==> src/rtl/reader_writer_request_queue_core_assert.svh <==
// Assertion macros shared by the request queue RTL.
// Each macro expects signals named clk and rst_n in the module that uses it.
`ifndef READER_WRITER_REQUEST_QUEUE_CORE_ASSERT_SVH
`define READER_WRITER_REQUEST_QUEUE_CORE_ASSERT_SVH

`ifndef ASSERT_OFF

// The expression holds at every clock edge outside reset.
`define RWQ_ASSERT_ALWAYS(lbl, expr, msg) \
    lbl: assert property (@(posedge clk) disable iff (!rst_n) (expr)) else $error(msg);

// Whenever the antecedent holds, the consequent holds in the same cycle.
`define RWQ_ASSERT_WHEN(lbl, ante, cons, msg) \
    lbl: assert property (@(posedge clk) disable iff (!rst_n) (ante) |-> (cons)) \
        else $error(msg);

// Whenever the antecedent holds, the consequent holds in the next cycle.
`define RWQ_ASSERT_NEXT(lbl, ante, cons, msg) \
    lbl: assert property (@(posedge clk) disable iff (!rst_n) (ante) |=> (cons)) \
        else $error(msg);

`else

`define RWQ_ASSERT_ALWAYS(lbl, expr, msg)
`define RWQ_ASSERT_WHEN(lbl, ante, cons, msg)
`define RWQ_ASSERT_NEXT(lbl, ante, cons, msg)

`endif

`endif

==> src/rtl/rwq_pkg.sv <==
`default_nettype none

package rwq_pkg;

    localparam int DEPTH         = 64;
    localparam int PAYLOAD_WIDTH = 32;
    localparam int MAX_BURST     = 16;

    localparam int AW      = $clog2(DEPTH);
    localparam int CW      = $clog2(DEPTH + 1);
    localparam int LW      = $clog2(MAX_BURST + 1);
    localparam int KIND_W  = 2;
    localparam int ENTRY_W = KIND_W + PAYLOAD_WIDTH;

    // Entry kinds.
    localparam logic [1:0] KIND_EXCL  = 2'd0;
    localparam logic [1:0] KIND_READ  = 2'd1;
    localparam logic [1:0] KIND_WRITE = 2'd2;

    // Request operations.
    localparam logic [1:0] OP_PUSH = 2'd0;
    localparam logic [1:0] OP_PULL = 2'd1;
    localparam logic [1:0] OP_SET  = 2'd2;

    // Service states.
    localparam logic [1:0] SVC_IDLE  = 2'd0;
    localparam logic [1:0] SVC_LOCK  = 2'd1;
    localparam logic [1:0] SVC_READ  = 2'd2;
    localparam logic [1:0] SVC_WRITE = 2'd3;

    // Queue modes.
    localparam logic [1:0] MODE_EXCL    = 2'd0;
    localparam logic [1:0] MODE_INORDER = 2'd1;
    localparam logic [1:0] MODE_WFIRST  = 2'd2;

    // Result status codes.
    localparam logic [2:0] STAT_OK    = 3'd0;
    localparam logic [2:0] STAT_FULL  = 3'd1;
    localparam logic [2:0] STAT_NONE  = 3'd2;
    localparam logic [2:0] STAT_KIND  = 3'd3;
    localparam logic [2:0] STAT_STATE = 3'd4;

    // Configuration register indexes.
    localparam logic CFG_QUEUE_MODE = 1'b0;
    localparam logic CFG_SLOT_LIMIT = 1'b1;
    localparam int   CFG_DATA_W     = 7;

    typedef enum logic [3:0] {
        FSM_IDLE  = 4'b0001,
        FSM_EXEC  = 4'b0010,
        FSM_READ  = 4'b0100,
        FSM_CHECK = 4'b1000
    } fsm_t;

    // One memory port group: a write port and a read port.
    typedef struct packed {
        logic               we;
        logic [AW-1:0]      waddr;
        logic [ENTRY_W-1:0] wdata;
        logic               re;
        logic [AW-1:0]      raddr;
    } mem_req_t;

endpackage

`default_nettype wire

==> src/rtl/rwq_ram.sv <==
`default_nettype none

module rwq_ram #(
    parameter int WIDTH = 34,
    parameter int DEPTH = 64
) (
    input  wire logic                     clk,
    input  wire logic                     we,
    input  wire logic [$clog2(DEPTH)-1:0] waddr,
    input  wire logic [WIDTH-1:0]         wdata,
    input  wire logic                     re,
    input  wire logic [$clog2(DEPTH)-1:0] raddr,
    output      logic [WIDTH-1:0]         rdata
);

    logic [WIDTH-1:0] mem [DEPTH];

    always_ff @(posedge clk)
    begin
        if (we)
        begin
            mem[waddr] <= wdata;
        end
        if (re)
        begin
            rdata <= mem[raddr];
        end
    end

endmodule

`default_nettype wire

==> src/rtl/rwq_ctrl.sv <==
`default_nettype none

`include "reader_writer_request_queue_core_assert.svh"

module rwq_ctrl
    import rwq_pkg::*;
(
    input  wire logic                     clk,
    input  wire logic                     rst_n,
    input  wire logic                     in_valid,
    output      logic                     in_stall,
    input  wire logic [1:0]               op,
    input  wire logic [1:0]               elem_kind,
    input  wire logic [31:0]              payload,
    input  wire logic [4:0]               max_pull,
    input  wire logic [1:0]               new_state,
    output      logic                     out_valid,
    input  wire logic                     out_stall,
    output      logic [1:0]               out_kind,
    output      logic [31:0]              out_payload,
    output      logic                     item_valid,
    output      logic [2:0]               status,
    output      logic                     last,
    input  wire logic                     cfg_we,
    input  wire logic                     cfg_index,
    input  wire logic [CFG_DATA_W-1:0]    cfg_data,
    output      mem_req_t                 main_req,
    input  wire logic [ENTRY_W-1:0]       main_rdata,
    output      mem_req_t                 wr_req,
    input  wire logic [ENTRY_W-1:0]       wr_rdata
);

    fsm_t state_reg, state_next;

    logic [1:0]    mode_reg;
    logic [6:0]    slot_reg;
    logic [1:0]    svc_reg, svc_next;
    logic [AW-1:0] main_head_reg, main_head_next;
    logic [CW-1:0] main_count_reg, main_count_next;
    logic [AW-1:0] wr_head_reg, wr_head_next;
    logic [CW-1:0] wr_count_reg, wr_count_next;

    logic [1:0]  op_reg, kind_reg, ns_reg;
    logic [31:0] pay_reg;
    logic [4:0]  maxp_reg;

    logic          src_reg, src_next;
    logic          any_reg, any_next;
    logic [LW-1:0] limit_reg, limit_next;
    logic [LW-1:0] taken_reg, taken_next;
    logic          held_valid_reg, held_valid_next;
    logic [ENTRY_W-1:0] held_reg, held_next;

    logic        out_valid_reg, out_valid_next;
    logic [1:0]  out_kind_reg, out_kind_next;
    logic [31:0] out_pay_reg, out_pay_next;
    logic        item_valid_reg, item_valid_next;
    logic [2:0]  status_reg, status_next;
    logic        last_reg, last_next;

    logic [CW-1:0]      eff_slots;
    logic [6:0]         lim_wide;
    logic [LW-1:0]      pull_limit;
    logic               out_free;
    logic [CW-1:0]      cur_count;
    logic [AW-1:0]      cur_head;
    logic [ENTRY_W-1:0] rdata;
    logic [1:0]         rd_kind;
    logic               match;
    logic               push_main, push_wr;
    logic               set_ok;

    assign in_stall    = (state_reg != FSM_IDLE);
    assign out_valid   = out_valid_reg;
    assign out_kind    = out_kind_reg;
    assign out_payload = out_pay_reg;
    assign item_valid  = item_valid_reg;
    assign status      = status_reg;
    assign last        = last_reg;

    assign out_free = !out_valid_reg || !out_stall;

    // A slot limit of zero counts as one; anything above the depth is clamped.
    always_comb
    begin
        if (slot_reg == 7'd0)
        begin
            eff_slots = CW'(1);
        end
        else if (CW'(slot_reg) > CW'(DEPTH) || slot_reg > 7'(DEPTH))
        begin
            eff_slots = CW'(DEPTH);
        end
        else
        begin
            eff_slots = CW'(slot_reg);
        end
    end

    always_comb
    begin
        lim_wide = {2'b00, maxp_reg};
        if (lim_wide > 7'(eff_slots))
        begin
            lim_wide = 7'(eff_slots);
        end
        if (lim_wide > 7'(MAX_BURST))
        begin
            lim_wide = 7'(MAX_BURST);
        end
        pull_limit = LW'(lim_wide);
    end

    assign cur_count = src_reg ? wr_count_reg : main_count_reg;
    assign cur_head  = src_reg ? wr_head_reg : main_head_reg;
    assign rdata     = src_reg ? wr_rdata : main_rdata;
    assign rd_kind   = rdata[ENTRY_W-1 -: KIND_W];
    assign match     = any_reg || (rd_kind == (src_reg ? KIND_WRITE : KIND_READ));

    // Decode of where a push lands and whether a new service state is taken.
    always_comb
    begin
        push_main = 1'b0;
        push_wr   = 1'b0;
        set_ok    = 1'b0;
        unique case (mode_reg)
            MODE_EXCL:
            begin
                push_main = (kind_reg == KIND_EXCL);
                set_ok    = (ns_reg == SVC_IDLE) || (ns_reg == SVC_LOCK);
            end
            MODE_INORDER:
            begin
                push_main = (kind_reg == KIND_READ) || (kind_reg == KIND_WRITE);
                set_ok    = (ns_reg != SVC_LOCK);
            end
            MODE_WFIRST:
            begin
                push_main = (kind_reg == KIND_READ);
                push_wr   = (kind_reg == KIND_WRITE);
                set_ok    = (ns_reg != SVC_LOCK);
            end
            default:
            begin
                push_main = 1'b0;
            end
        endcase
    end

    always_comb
    begin
        state_next      = state_reg;
        svc_next        = svc_reg;
        main_head_next  = main_head_reg;
        main_count_next = main_count_reg;
        wr_head_next    = wr_head_reg;
        wr_count_next   = wr_count_reg;
        src_next        = src_reg;
        any_next        = any_reg;
        limit_next      = limit_reg;
        taken_next      = taken_reg;
        held_valid_next = held_valid_reg;
        held_next       = held_reg;

        out_valid_next  = out_valid_reg && out_stall;
        out_kind_next   = out_kind_reg;
        out_pay_next    = out_pay_reg;
        item_valid_next = item_valid_reg;
        status_next     = status_reg;
        last_next       = last_reg;

        main_req = '0;
        wr_req   = '0;

        unique case (state_reg)
            FSM_IDLE:
            begin
                if (in_valid)
                begin
                    state_next = FSM_EXEC;
                end
            end

            FSM_EXEC:
            begin
                if (op_reg == OP_PULL)
                begin
                    taken_next      = '0;
                    held_valid_next = 1'b0;
                    src_next        = 1'b0;
                    any_next        = 1'b0;
                    limit_next      = pull_limit;
                    unique case (mode_reg)
                        MODE_EXCL:
                        begin
                            any_next   = 1'b1;
                            limit_next = (svc_reg != SVC_LOCK && pull_limit != '0)
                                         ? LW'(1) : '0;
                        end
                        MODE_INORDER:
                        begin
                            if (svc_reg == SVC_IDLE)
                            begin
                                any_next = 1'b1;
                            end
                            else if (svc_reg != SVC_READ)
                            begin
                                limit_next = '0;
                            end
                        end
                        MODE_WFIRST:
                        begin
                            src_next = (wr_count_reg != '0);
                        end
                        default:
                        begin
                            limit_next = '0;
                        end
                    endcase
                    state_next = FSM_READ;
                end
                else if (out_free)
                begin
                    out_valid_next  = 1'b1;
                    out_kind_next   = KIND_EXCL;
                    out_pay_next    = '0;
                    item_valid_next = 1'b0;
                    last_next       = 1'b1;
                    status_next     = STAT_OK;
                    if (op_reg == OP_PUSH)
                    begin
                        if (push_main)
                        begin
                            if (main_count_reg >= eff_slots)
                            begin
                                status_next = STAT_FULL;
                            end
                            else
                            begin
                                main_req.we     = 1'b1;
                                main_req.waddr  = main_head_reg + AW'(main_count_reg);
                                main_req.wdata  = {kind_reg, pay_reg};
                                main_count_next = main_count_reg + CW'(1);
                            end
                        end
                        else if (push_wr)
                        begin
                            if (wr_count_reg >= eff_slots)
                            begin
                                status_next = STAT_FULL;
                            end
                            else
                            begin
                                wr_req.we     = 1'b1;
                                wr_req.waddr  = wr_head_reg + AW'(wr_count_reg);
                                wr_req.wdata  = {kind_reg, pay_reg};
                                wr_count_next = wr_count_reg + CW'(1);
                            end
                        end
                        else
                        begin
                            status_next = STAT_KIND;
                        end
                    end
                    else if (op_reg == OP_SET)
                    begin
                        if (set_ok)
                        begin
                            svc_next = ns_reg;
                        end
                        else
                        begin
                            status_next = STAT_STATE;
                        end
                    end
                    else
                    begin
                        status_next = STAT_KIND;
                    end
                    state_next = FSM_IDLE;
                end
            end

            FSM_READ:
            begin
                if (taken_reg < limit_reg && cur_count != '0)
                begin
                    main_req.re    = !src_reg;
                    main_req.raddr = cur_head;
                    wr_req.re      = src_reg;
                    wr_req.raddr   = cur_head;
                    state_next     = FSM_CHECK;
                end
                else if (out_free)
                begin
                    // The run is over: release the held entry as the final
                    // result, or report that nothing was pulled.
                    out_valid_next  = 1'b1;
                    last_next       = 1'b1;
                    item_valid_next = held_valid_reg;
                    if (held_valid_reg)
                    begin
                        out_kind_next = held_reg[ENTRY_W-1 -: KIND_W];
                        out_pay_next  = held_reg[PAYLOAD_WIDTH-1:0];
                        status_next   = STAT_OK;
                    end
                    else
                    begin
                        out_kind_next = KIND_EXCL;
                        out_pay_next  = '0;
                        status_next   = STAT_NONE;
                    end
                    held_valid_next = 1'b0;
                    state_next      = FSM_IDLE;
                end
            end

            FSM_CHECK:
            begin
                if (match)
                begin
                    if (!held_valid_reg || out_free)
                    begin
                        if (held_valid_reg)
                        begin
                            out_valid_next  = 1'b1;
                            out_kind_next   = held_reg[ENTRY_W-1 -: KIND_W];
                            out_pay_next    = held_reg[PAYLOAD_WIDTH-1:0];
                            item_valid_next = 1'b1;
                            status_next     = STAT_OK;
                            last_next       = 1'b0;
                        end
                        held_valid_next = 1'b1;
                        held_next       = rdata;
                        taken_next      = taken_reg + LW'(1);
                        any_next        = 1'b0;
                        if (src_reg)
                        begin
                            wr_head_next  = wr_head_reg + AW'(1);
                            wr_count_next = wr_count_reg - CW'(1);
                        end
                        else
                        begin
                            main_head_next  = main_head_reg + AW'(1);
                            main_count_next = main_count_reg - CW'(1);
                        end
                        // A write, or a first entry that is not a read, ends the run.
                        if (src_reg || (any_reg && rd_kind != KIND_READ))
                        begin
                            limit_next = taken_reg + LW'(1);
                        end
                        state_next = FSM_READ;
                    end
                end
                else
                begin
                    if (src_reg && taken_reg == '0)
                    begin
                        src_next = 1'b0;
                    end
                    else
                    begin
                        limit_next = taken_reg;
                    end
                    state_next = FSM_READ;
                end
            end

            default:
            begin
                state_next = FSM_IDLE;
            end
        endcase
    end

    always_ff @(posedge clk or negedge rst_n)
    begin
        if (!rst_n)
        begin
            state_reg      <= FSM_IDLE;
            svc_reg        <= SVC_IDLE;
            main_head_reg  <= '0;
            main_count_reg <= '0;
            wr_head_reg    <= '0;
            wr_count_reg   <= '0;
            src_reg        <= 1'b0;
            any_reg        <= 1'b0;
            limit_reg      <= '0;
            taken_reg      <= '0;
            held_valid_reg <= 1'b0;
            out_valid_reg  <= 1'b0;
        end
        else
        begin
            state_reg      <= state_next;
            svc_reg        <= svc_next;
            main_head_reg  <= main_head_next;
            main_count_reg <= main_count_next;
            wr_head_reg    <= wr_head_next;
            wr_count_reg   <= wr_count_next;
            src_reg        <= src_next;
            any_reg        <= any_next;
            limit_reg      <= limit_next;
            taken_reg      <= taken_next;
            held_valid_reg <= held_valid_next;
            out_valid_reg  <= out_valid_next;
        end
    end

    always_ff @(posedge clk or negedge rst_n)
    begin
        if (!rst_n)
        begin
            mode_reg <= MODE_EXCL;
            slot_reg <= 7'(DEPTH);
        end
        else if (cfg_we)
        begin
            unique case (cfg_index)
                CFG_QUEUE_MODE: mode_reg <= cfg_data[1:0];
                CFG_SLOT_LIMIT: slot_reg <= cfg_data[6:0];
                default:        mode_reg <= mode_reg;
            endcase
        end
    end

    always_ff @(posedge clk)
    begin
        if (state_reg == FSM_IDLE && in_valid)
        begin
            op_reg   <= op;
            kind_reg <= elem_kind;
            pay_reg  <= payload;
            maxp_reg <= max_pull;
            ns_reg   <= new_state;
        end
        held_reg       <= held_next;
        out_kind_reg   <= out_kind_next;
        out_pay_reg    <= out_pay_next;
        item_valid_reg <= item_valid_next;
        status_reg     <= status_next;
        last_reg       <= last_next;
    end

    `RWQ_ASSERT_ALWAYS(a_count_bound, main_count_reg <= CW'(DEPTH) && wr_count_reg <= CW'(DEPTH), "queue count beyond depth")
    `RWQ_ASSERT_ALWAYS(a_taken_bound, taken_reg <= limit_reg, "more entries taken than the pull limit")
    `RWQ_ASSERT_NEXT(a_accept_exec, in_valid && !in_stall, state_reg == FSM_EXEC, "accepted request not executed")
    `RWQ_ASSERT_WHEN(a_entry_ok, out_valid_reg && item_valid_reg, status_reg == STAT_OK, "pulled entry without ok status")

endmodule

`default_nettype wire

==> src/rtl/reader_writer_request_queue_core.sv <==
// Typed request queue for a readers-writer scheduler.
// Requests enter on the input channel (in_valid, in_stall) and carry an
// operation: push an entry, pull entries, or set the service state.
// Results leave on the output channel (out_valid, out_stall); every request
// gives one or more results and the final one carries last.
// Configuration (queue_mode, slot_limit) is written through cfg_we, cfg_index
// and cfg_data while no request is in flight.
// Sequencing: one request is handled at a time. A push or a set has its
// result written to the output register once that register is free.
// A pull examines entries one by one: each entry is one read of the queue
// memory followed by a check of its kind, and the final result is written
// after the last entry examined. A write-first pull picks its queue from
// the counts, so it reads no extra entry.
// Reset clears the heads, counts and service state (idle), sets exclusive
// mode and a slot limit of 64; the memories need no clearing.
// When the receiver stalls, the result waits in the output register and the
// pull holds its next entry until there is room; nothing is dropped.
`default_nettype none

module reader_writer_request_queue_core
    import rwq_pkg::*;
(
    input  wire logic                  clk,
    input  wire logic                  rst_n,
    input  wire logic                  in_valid,
    output      logic                  in_stall,
    input  wire logic [1:0]            op,
    input  wire logic [1:0]            elem_kind,
    input  wire logic [31:0]           payload,
    input  wire logic [4:0]            max_pull,
    input  wire logic [1:0]            new_state,
    output      logic                  out_valid,
    input  wire logic                  out_stall,
    output      logic [1:0]            out_kind,
    output      logic [31:0]           out_payload,
    output      logic                  item_valid,
    output      logic [2:0]            status,
    output      logic                  last,
    input  wire logic                  cfg_we,
    input  wire logic                  cfg_index,
    input  wire logic [CFG_DATA_W-1:0] cfg_data
);

    // Port groups of the main queue memory and of the write queue memory.
    mem_req_t           main_req;
    mem_req_t           wr_req;
    logic [ENTRY_W-1:0] main_rdata;
    logic [ENTRY_W-1:0] wr_rdata;

    // The main queue holds exclusive and read entries, and writes too
    // outside write-first mode.
    rwq_ram #(
        .WIDTH (ENTRY_W),
        .DEPTH (DEPTH)
    ) u_main_ram (
        .clk   (clk),
        .we    (main_req.we),
        .waddr (main_req.waddr),
        .wdata (main_req.wdata),
        .re    (main_req.re),
        .raddr (main_req.raddr),
        .rdata (main_rdata)
    );

    // The write queue is only used in write-first mode, where it is served
    // ahead of the reads.
    rwq_ram #(
        .WIDTH (ENTRY_W),
        .DEPTH (DEPTH)
    ) u_wr_ram (
        .clk   (clk),
        .we    (wr_req.we),
        .waddr (wr_req.waddr),
        .wdata (wr_req.wdata),
        .re    (wr_req.re),
        .raddr (wr_req.raddr),
        .rdata (wr_rdata)
    );

    // The controller sequences each request, owns the queue pointers and the
    // service state, and holds the output register.
    rwq_ctrl u_ctrl (
        .clk         (clk),
        .rst_n       (rst_n),
        .in_valid    (in_valid),
        .in_stall    (in_stall),
        .op          (op),
        .elem_kind   (elem_kind),
        .payload     (payload),
        .max_pull    (max_pull),
        .new_state   (new_state),
        .out_valid   (out_valid),
        .out_stall   (out_stall),
        .out_kind    (out_kind),
        .out_payload (out_payload),
        .item_valid  (item_valid),
        .status      (status),
        .last        (last),
        .cfg_we      (cfg_we),
        .cfg_index   (cfg_index),
        .cfg_data    (cfg_data),
        .main_req    (main_req),
        .main_rdata  (main_rdata),
        .wr_req      (wr_req),
        .wr_rdata    (wr_rdata)
    );

endmodule

`default_nettype wire

==> config.mk <==
export PLATFORM = sky130hd
export DESIGN_NAME = reader_writer_request_queue_core
export DESIGN_NICKNAME = d
export VERILOG_FILES = /design/src/rtl/rwq_pkg.sv /design/src/rtl/rwq_ram.sv /design/src/rtl/rwq_ctrl.sv /design/src/rtl/reader_writer_request_queue_core.sv
export VERILOG_INCLUDE_DIRS = /design/src /design/src/rtl
export SDC_FILE = /design/constraint.sdc
export NUM_CORES = 2
export LEC_CHECK = 0
export BUFFER_PORTS_ARGS = -buffer_cell sky130_fd_sc_hd__clkbuf_2
export CAP_MARGIN = 25
export CORE_AREA = 2 2 562 564
export CTS_CLUSTER_SIZE = 16
export DETAILED_ROUTE_END_ITERATION = 10
export DIE_AREA = 0 0 564 566
export PLACE_DENSITY = 0.75
export SLEW_MARGIN = 15
export SYNTH_ARGS = -nofsm -noshare
export SYNTH_HDL_FRONTEND = slang
export SYNTH_HIERARCHICAL = 1
export SYNTH_MEMORY_MAX_BITS = 65536
export SYNTH_SLANG_ARGS = --single-unit
==> constraint.sdc <==
create_clock -name clk -period 8.65 [get_ports clk]
set_input_delay 2.595 -clock clk [delete_from_list [all_inputs] [get_ports clk]]
set_output_delay 2.595 -clock clk [all_outputs]
set_load 0.005 [all_outputs]
Word level (Yosys, flattened, before mapping)
Memory sizes are Yosys's and may differ from the RTL's. A register that Yosys moved wholly into a read port is not among the register bits.
Cells that the tools add are included.
Widths: inputs -> output; s select.
Word-level totals
  bits in registers: 171
  latch bits: 0
  RAM bits: 4352
  ROM bits: 0
  bits of input ports: 56
  output and inout bits: 41
  logic and storage cells: 273
  memories: 2
Memory list
  u_main_ram.mem: depth 64, bits a word 34, rd ports 1, clocked after memory_dff 1, write ports 1, line rwq_ram.sv:16  | logic [WIDTH-1:0] mem [DEPTH];
  u_wr_ram.mem: depth 64, bits a word 34, rd ports 1, clocked after memory_dff 1, write ports 1, line rwq_ram.sv:16
Cells by class
  add/subtract/negate cells: 9
  $mul: 0
  div/mod/pow operators: 0
  magnitude comparators: 6
  equal/unequal tests: 39
  shift-type cells: 0
  muxes and demuxes: 144
  bitwise gates (word level): 4
  reductions and logical operators: 44
Operators with widths (number)
  $mux 41: 13
  $mux 32: 8
  $mux 7: 25
  $pmux 32 s3: 1
  $mux 5: 11
  $mux 1: 39
  $mux 34: 1
  $mux 3: 11
  $ne 2x1->1 const B: 14
  $pmux 7 s2: 2
  $mux 4: 6
  $mux 2: 11
  $pmux 5 s2: 2
  $ne 2x2->1 const B: 9
  $reduce_and 6->1: 3
  $pmux 4 s4: 1
  $reduce_and 4->1: 4
  $pmux 1 s3: 5
  $pmux 5 s3: 1
  $add 7x1->7 const B: 2
  $ge 7x7->1: 2
  $reduce_bool 7->1: 2
  $sub 7x1->7 const B: 2
  $add 6x1->6 const B: 2
  other kinds (37): 69

Logic depth before layout (Yosys ltp)
  word-level depth: 13
  gate-level depth with buffers: 18
  mapped depth without buffers: 14

Modules after synthesis
The synthesis kept the hierarchy.
Modules (own cells, without submodules)
  rwq_ram at u_wr_ram: instances 1, cells each 3818, area each 84588.6 um^2, sequential area each 66363.6 um^2
  rwq_ram at u_main_ram: instances 1, cells each 3767, area each 84021.8 um^2, sequential area each 66363.6 um^2
  rwq_ctrl: instances 1, cells each 774, area each 9190.1 um^2, sequential area each 4862.2 um^2

Worst setup path before layout
No wires, ideal clock.
  path type: input-to-reg
  from: input port out_stall
  to: register u_ctrl.item_valid_reg (netlist: u_ctrl/item_valid) (enable)
  library setup time: 0.639 ns
  arrival time: 8.887 ns
  required time: 8.011 ns
  slack: -0.876 ns
  cell stages on the path: 3
  cell sequence: and2_1 > clkbuf_1 > a2111oi_0
On the way
  word-level cells in the longest chain between the ends: 5
  elaborated cells on any way between the ends: 7
  those cells by class: eq/ne: 3; reduce/logical: 4
Ends and longest elaborated chain
  start: declaration: line reader_writer_request_queue_core.sv:33  | input wire logic out_stall,
  $logic_not 1->1 *: line rwq_ctrl.sv:81  | assign out_free = !out_valid_reg || !out_stall;
  $logic_or 1x1->1 *: line rwq_ctrl.sv:81
  $logic_or 1x1->1: line rwq_ctrl.sv:322  | if (!held_valid_reg || out_free)
  $ne 2x1->1 (no line)
  $reduce_and 8->1 (no line) *
  end signal: assignment: line rwq_ctrl.sv:440  | item_valid_reg <= item_valid_next;
  end: declaration: line rwq_ctrl.sv:57  | logic item_valid_reg, item_valid_next;
Every way passes the cells marked *; elsewhere a longest branch is shown, timed or not.
A chain may end at the register's enable or synchronous reset.

==> summary.md <==
| Metric | Value |
|---|---|
| Status | `completed` |
| Crit path cell chain | `buf_4 -> a21oi_1 -> a211oi_1 -> nand2_1 -> nor2_4 -> buf_12 -> nand2b_1 -> buf_4 -> a211oi_1 -> a221oi_1 -> a311oi_1 -> and4b_1` |
| RePlAce Congestion | `approximately 0.94` |
| EDFF count, synth | `4536` |
| Most used DFF post-synth | `edfxtp_1` |
| Top cells by area, synth | `edfxtp_1, mux4_2, mux2i_1` |
| Worst hold path type | `reg2reg` |
| Post-DP HPWL | `about 280 mm` |
| WL/cell | `around 35 um` |
| R2R Setup Slk | `1.87 ns` |
| DR vias/cell | `6.87` |
| Startpoint Class | `flop` |
| Port Buffers | `between 90 and 100` |
| ANT nets after route | `0` |
| Initial antenna violation count | `31` |
| GR Util All Layers | `0.293` |
| Power density over the cells | `approximately 220 mW/mm2` |
| Largest net degree at the start of global routing | `between 100 and 150` |
| GR Util met2 | `0.437` |
| Post-route setup TNS | `0 ns` |
| CTS max path bufs | `4` |
| Most Used Layer, Global Route | `met2` |
| Synth async-reset ratio | `0.0120` |
| Met1 Use GR | `0.412` |
| Hold EP | `u_ctrl/svc_reg[0]` |
| Most common cell in the netlist | `edfxtp_1` |
| # hold bufs at CTS | `0` |
| Die X | `between 500 and 600 um` |
| Initial core utilization | `0.567` |
| Post-CTS setup buffer count | `0` |
| DRC errors left | `0` |
| Number of global-route vias before repair | `roughly 90000` |
| Ports | `97` |
| Worst R2R Start | `u_ctrl/src_reg` |
| Final worst path period share | `0.784` |
| Yosys reg bits | `~4600` |
| Worst EP required | `9.49 ns` |
| Synthesis Warnings | `6` |
| Full die area | `0.319 mm2` |
| Synth Cell Area | `between 0.15 and 0.2 mm2` |
| Most common library cells after synthesis | `edfxtp_1, mux4_2, mux2i_1, nor2_1, nand2_1` |
| Yosys cell types | `86` |
| Reg2reg path depth | `12` |
| Final Total Pwr | `43.7 mW` |
| Leak Pwr | `~72 nW` |
| Hold path startpoint | `u_ctrl/ns_reg[0]` |
| Mean Syn Cell Area | `21.3 um2` |
| Clock slew at reported path FFs | `around 0.060 ns` |
| Syn Nets | `8473` |
| Slew Viols, Final | `0` |
| Register cell area after layout | `about 0.14 mm2` |
| Layout cells sized above 1 | `0.262` |
| Non-Filler Instances | `about 13000` |
| Slew Limit Headroom | `0.155` |
| Worst-Skew Late Latency | `just over 1 ns` |
| Worst path buffer plus inverter count | `3` |
| End-of-flow core utilization | `0.638` |
| Die Height | `approximately 570 um` |
| CTS tree | `built` |
| Final Hold Fails | `0` |
| Fin area | `~0.2 mm2` |
| M3 GR Usage | `0.0715` |
| Top cell type's share of synthesized area | `0.766` |
| WS Path Type | `reg2reg` |
| FF-to-FF End | `u_main_ram/rdata[26]` |
| Final net count | `about 9000` |
| Hold path depth | `2` |
| Max Cap Viol | `0` |
| Depth of the CTS H-tree | `5` |
| Sequential fraction of the synthesis area | `0.774` |
| Worst Path Max Fanout | `57` |
| CP delay by family, top | `simple AND/OR/NAND/NOR gates` |
| Crit path time final | `between 6 and 7 ns` |
| First-pass GRT wire length | `between 600 and 700 mm` |
| Max Fclk | `0.147 GHz` |
| Fillers | `between 15000 and 20000` |
| Max VDD drop | `180 uV` |
| Unrepaired setup endpoints after global routing | `no` |
| Placed Instances | `12500` |
| Initial DRC count | `between 15000 and 20000` |
| CTS buffer count | `around 440` |
| Worst EP arrival | `between 7 and 8 ns` |
| Hold slack | `approximately 0.51 ns` |
| Final setup fails | `0` |
| Least-Margin Pin Slew | `1.25 ns` |
| CTS root buf | `clkbuf_16` |
| Highest-delay cell along the critical path | `nor2_4` |
| Final worst slack | `roughly 1.9 ns` |
| Core region area | `0.313 mm2` |
| GRT overflow | `0` |
| Critical path capture point type | `flop` |
| Max incr delay on CP | `1.00 ns` |
| Critical path depth in cells | `12` |
| First drt pass iteration count | `8` |
| Syn Inst Count | `8359` |
| Num Clock Sinks | `between 4000 and 5000` |
| Dpl cell area | `0.186 mm2` |
| Synth-to-Final Area Change | `12.4%` |
| Via Count | `91500` |
| Multi-input gate area | `slightly below 0.04 mm2` |
| Total length of routed wires | `approximately 470 mm` |
| Number of cell rows | `a little over 200` |
| Resize count post-CTS | `0` |
| Area leader, netlist | `edfxtp_1` |
| Biggest registers after layout | `u_main_ram/mem x2176, u_wr_ram/mem x2176` |
| Place WS | `approximately 1.8 ns` |
| Post-route clock skew | `roughly 0.057 ns` |
-- layer usage --
layer	up-vias	share of wire	wire length (um)
met5	-	0.00015	70
met4	12	0.057	26600
met3	1019	0.13	62800
met2	6919	0.46	215000
met1	47600	0.35	166000
li1	35900	-	-
-- how the worst max path moves through the flow --
| stage | end | startpoint | slack (ns) |
|---|---|---|---|
| global route | u_main_ram/rdata[26] | u_ctrl/src_reg | 1.85 |
| floorplan | u_ctrl/item_valid | out_stall | 1.00 |
| detailed placement | u_wr_ram/mem[56][7] | out_stall | 1.76 |
| CTS | u_main_ram/rdata[26] | u_ctrl/src_reg | 2.10 |
| finish | u_main_ram/rdata[26] | u_ctrl/src_reg | 1.87 |
| global placement | u_wr_ram/mem[58][0] | out_stall | 1.77 |
-- report_power, final --
group          total (mW)  switching, mW  internal (mW)
Sequential           24.4          0.111           24.2
Clock                18.6           8.12           10.5
Combinational       0.707          0.476          0.231
Total                43.7           8.71           34.9
-- cells in the final DEF, fill, tap and decap left out, drive strengths merged, types with 10 or more instances in the layout --
cell type / n
o221ai: 105
and2: 20
nor2b: 84
buf: 352
or2: 15
a22o: 20
a21oi: 77
nand3b: 11
xnor2: 23
a32oi: 14
dfrtp: 53
o211a: 11
edfxtp: 4536
xor2: 12
a311o: 10
ha: 54
clkbuf: 649
o31ai: 11
nand4: 59
diode: 21
inv: 46
nand3: 108
mux4: 931
and3: 103
a211oi: 41
nand2: 227
mux2: 159
nand2b: 34
clkinv: 199
nor2: 268
nor3: 31
a22oi: 127
o22a: 13
a21o: 14
o21ai: 88
a221oi: 40
mux2i: 283
a31oi: 34
bufinv: 34
o22ai: 132
-- cell type report --
type / count / area share
antenna: 21 / 0.000263
clock buffer: 552 / 0.0579
clock inverter: 248 / 0.0114
inverter: 39 / 0.000739
multi-input combinational: 3259 / 0.193
sequential: 4591 / 0.688
tap: 4160 / 0.0260
timing repair buffer: 449 / 0.0225
-- worst reg2reg max path: cells and delay by family, from the launching register on --
kind / cells / cell delay, ns
AOI/OAI and AO/OA: 5 / 1.92
buffers and inverters: 3 / 1.48
DFF: 1 / 0.36
and+or+nand+nor: 4 / 2.90
-- cells by family after synthesis --
logic type / after synthesis / synth area share
flops: 4591 / 0.774
mux: 1373 / 0.144
simple gates: 997 / 0.0277
compound gates: 796 / 0.0324
buf+inv: 509 / 0.0161
fa+ha+maj: 58 / 0.00425
xor+xnor: 35 / 0.00172
(Power assumes the default switching activity.)
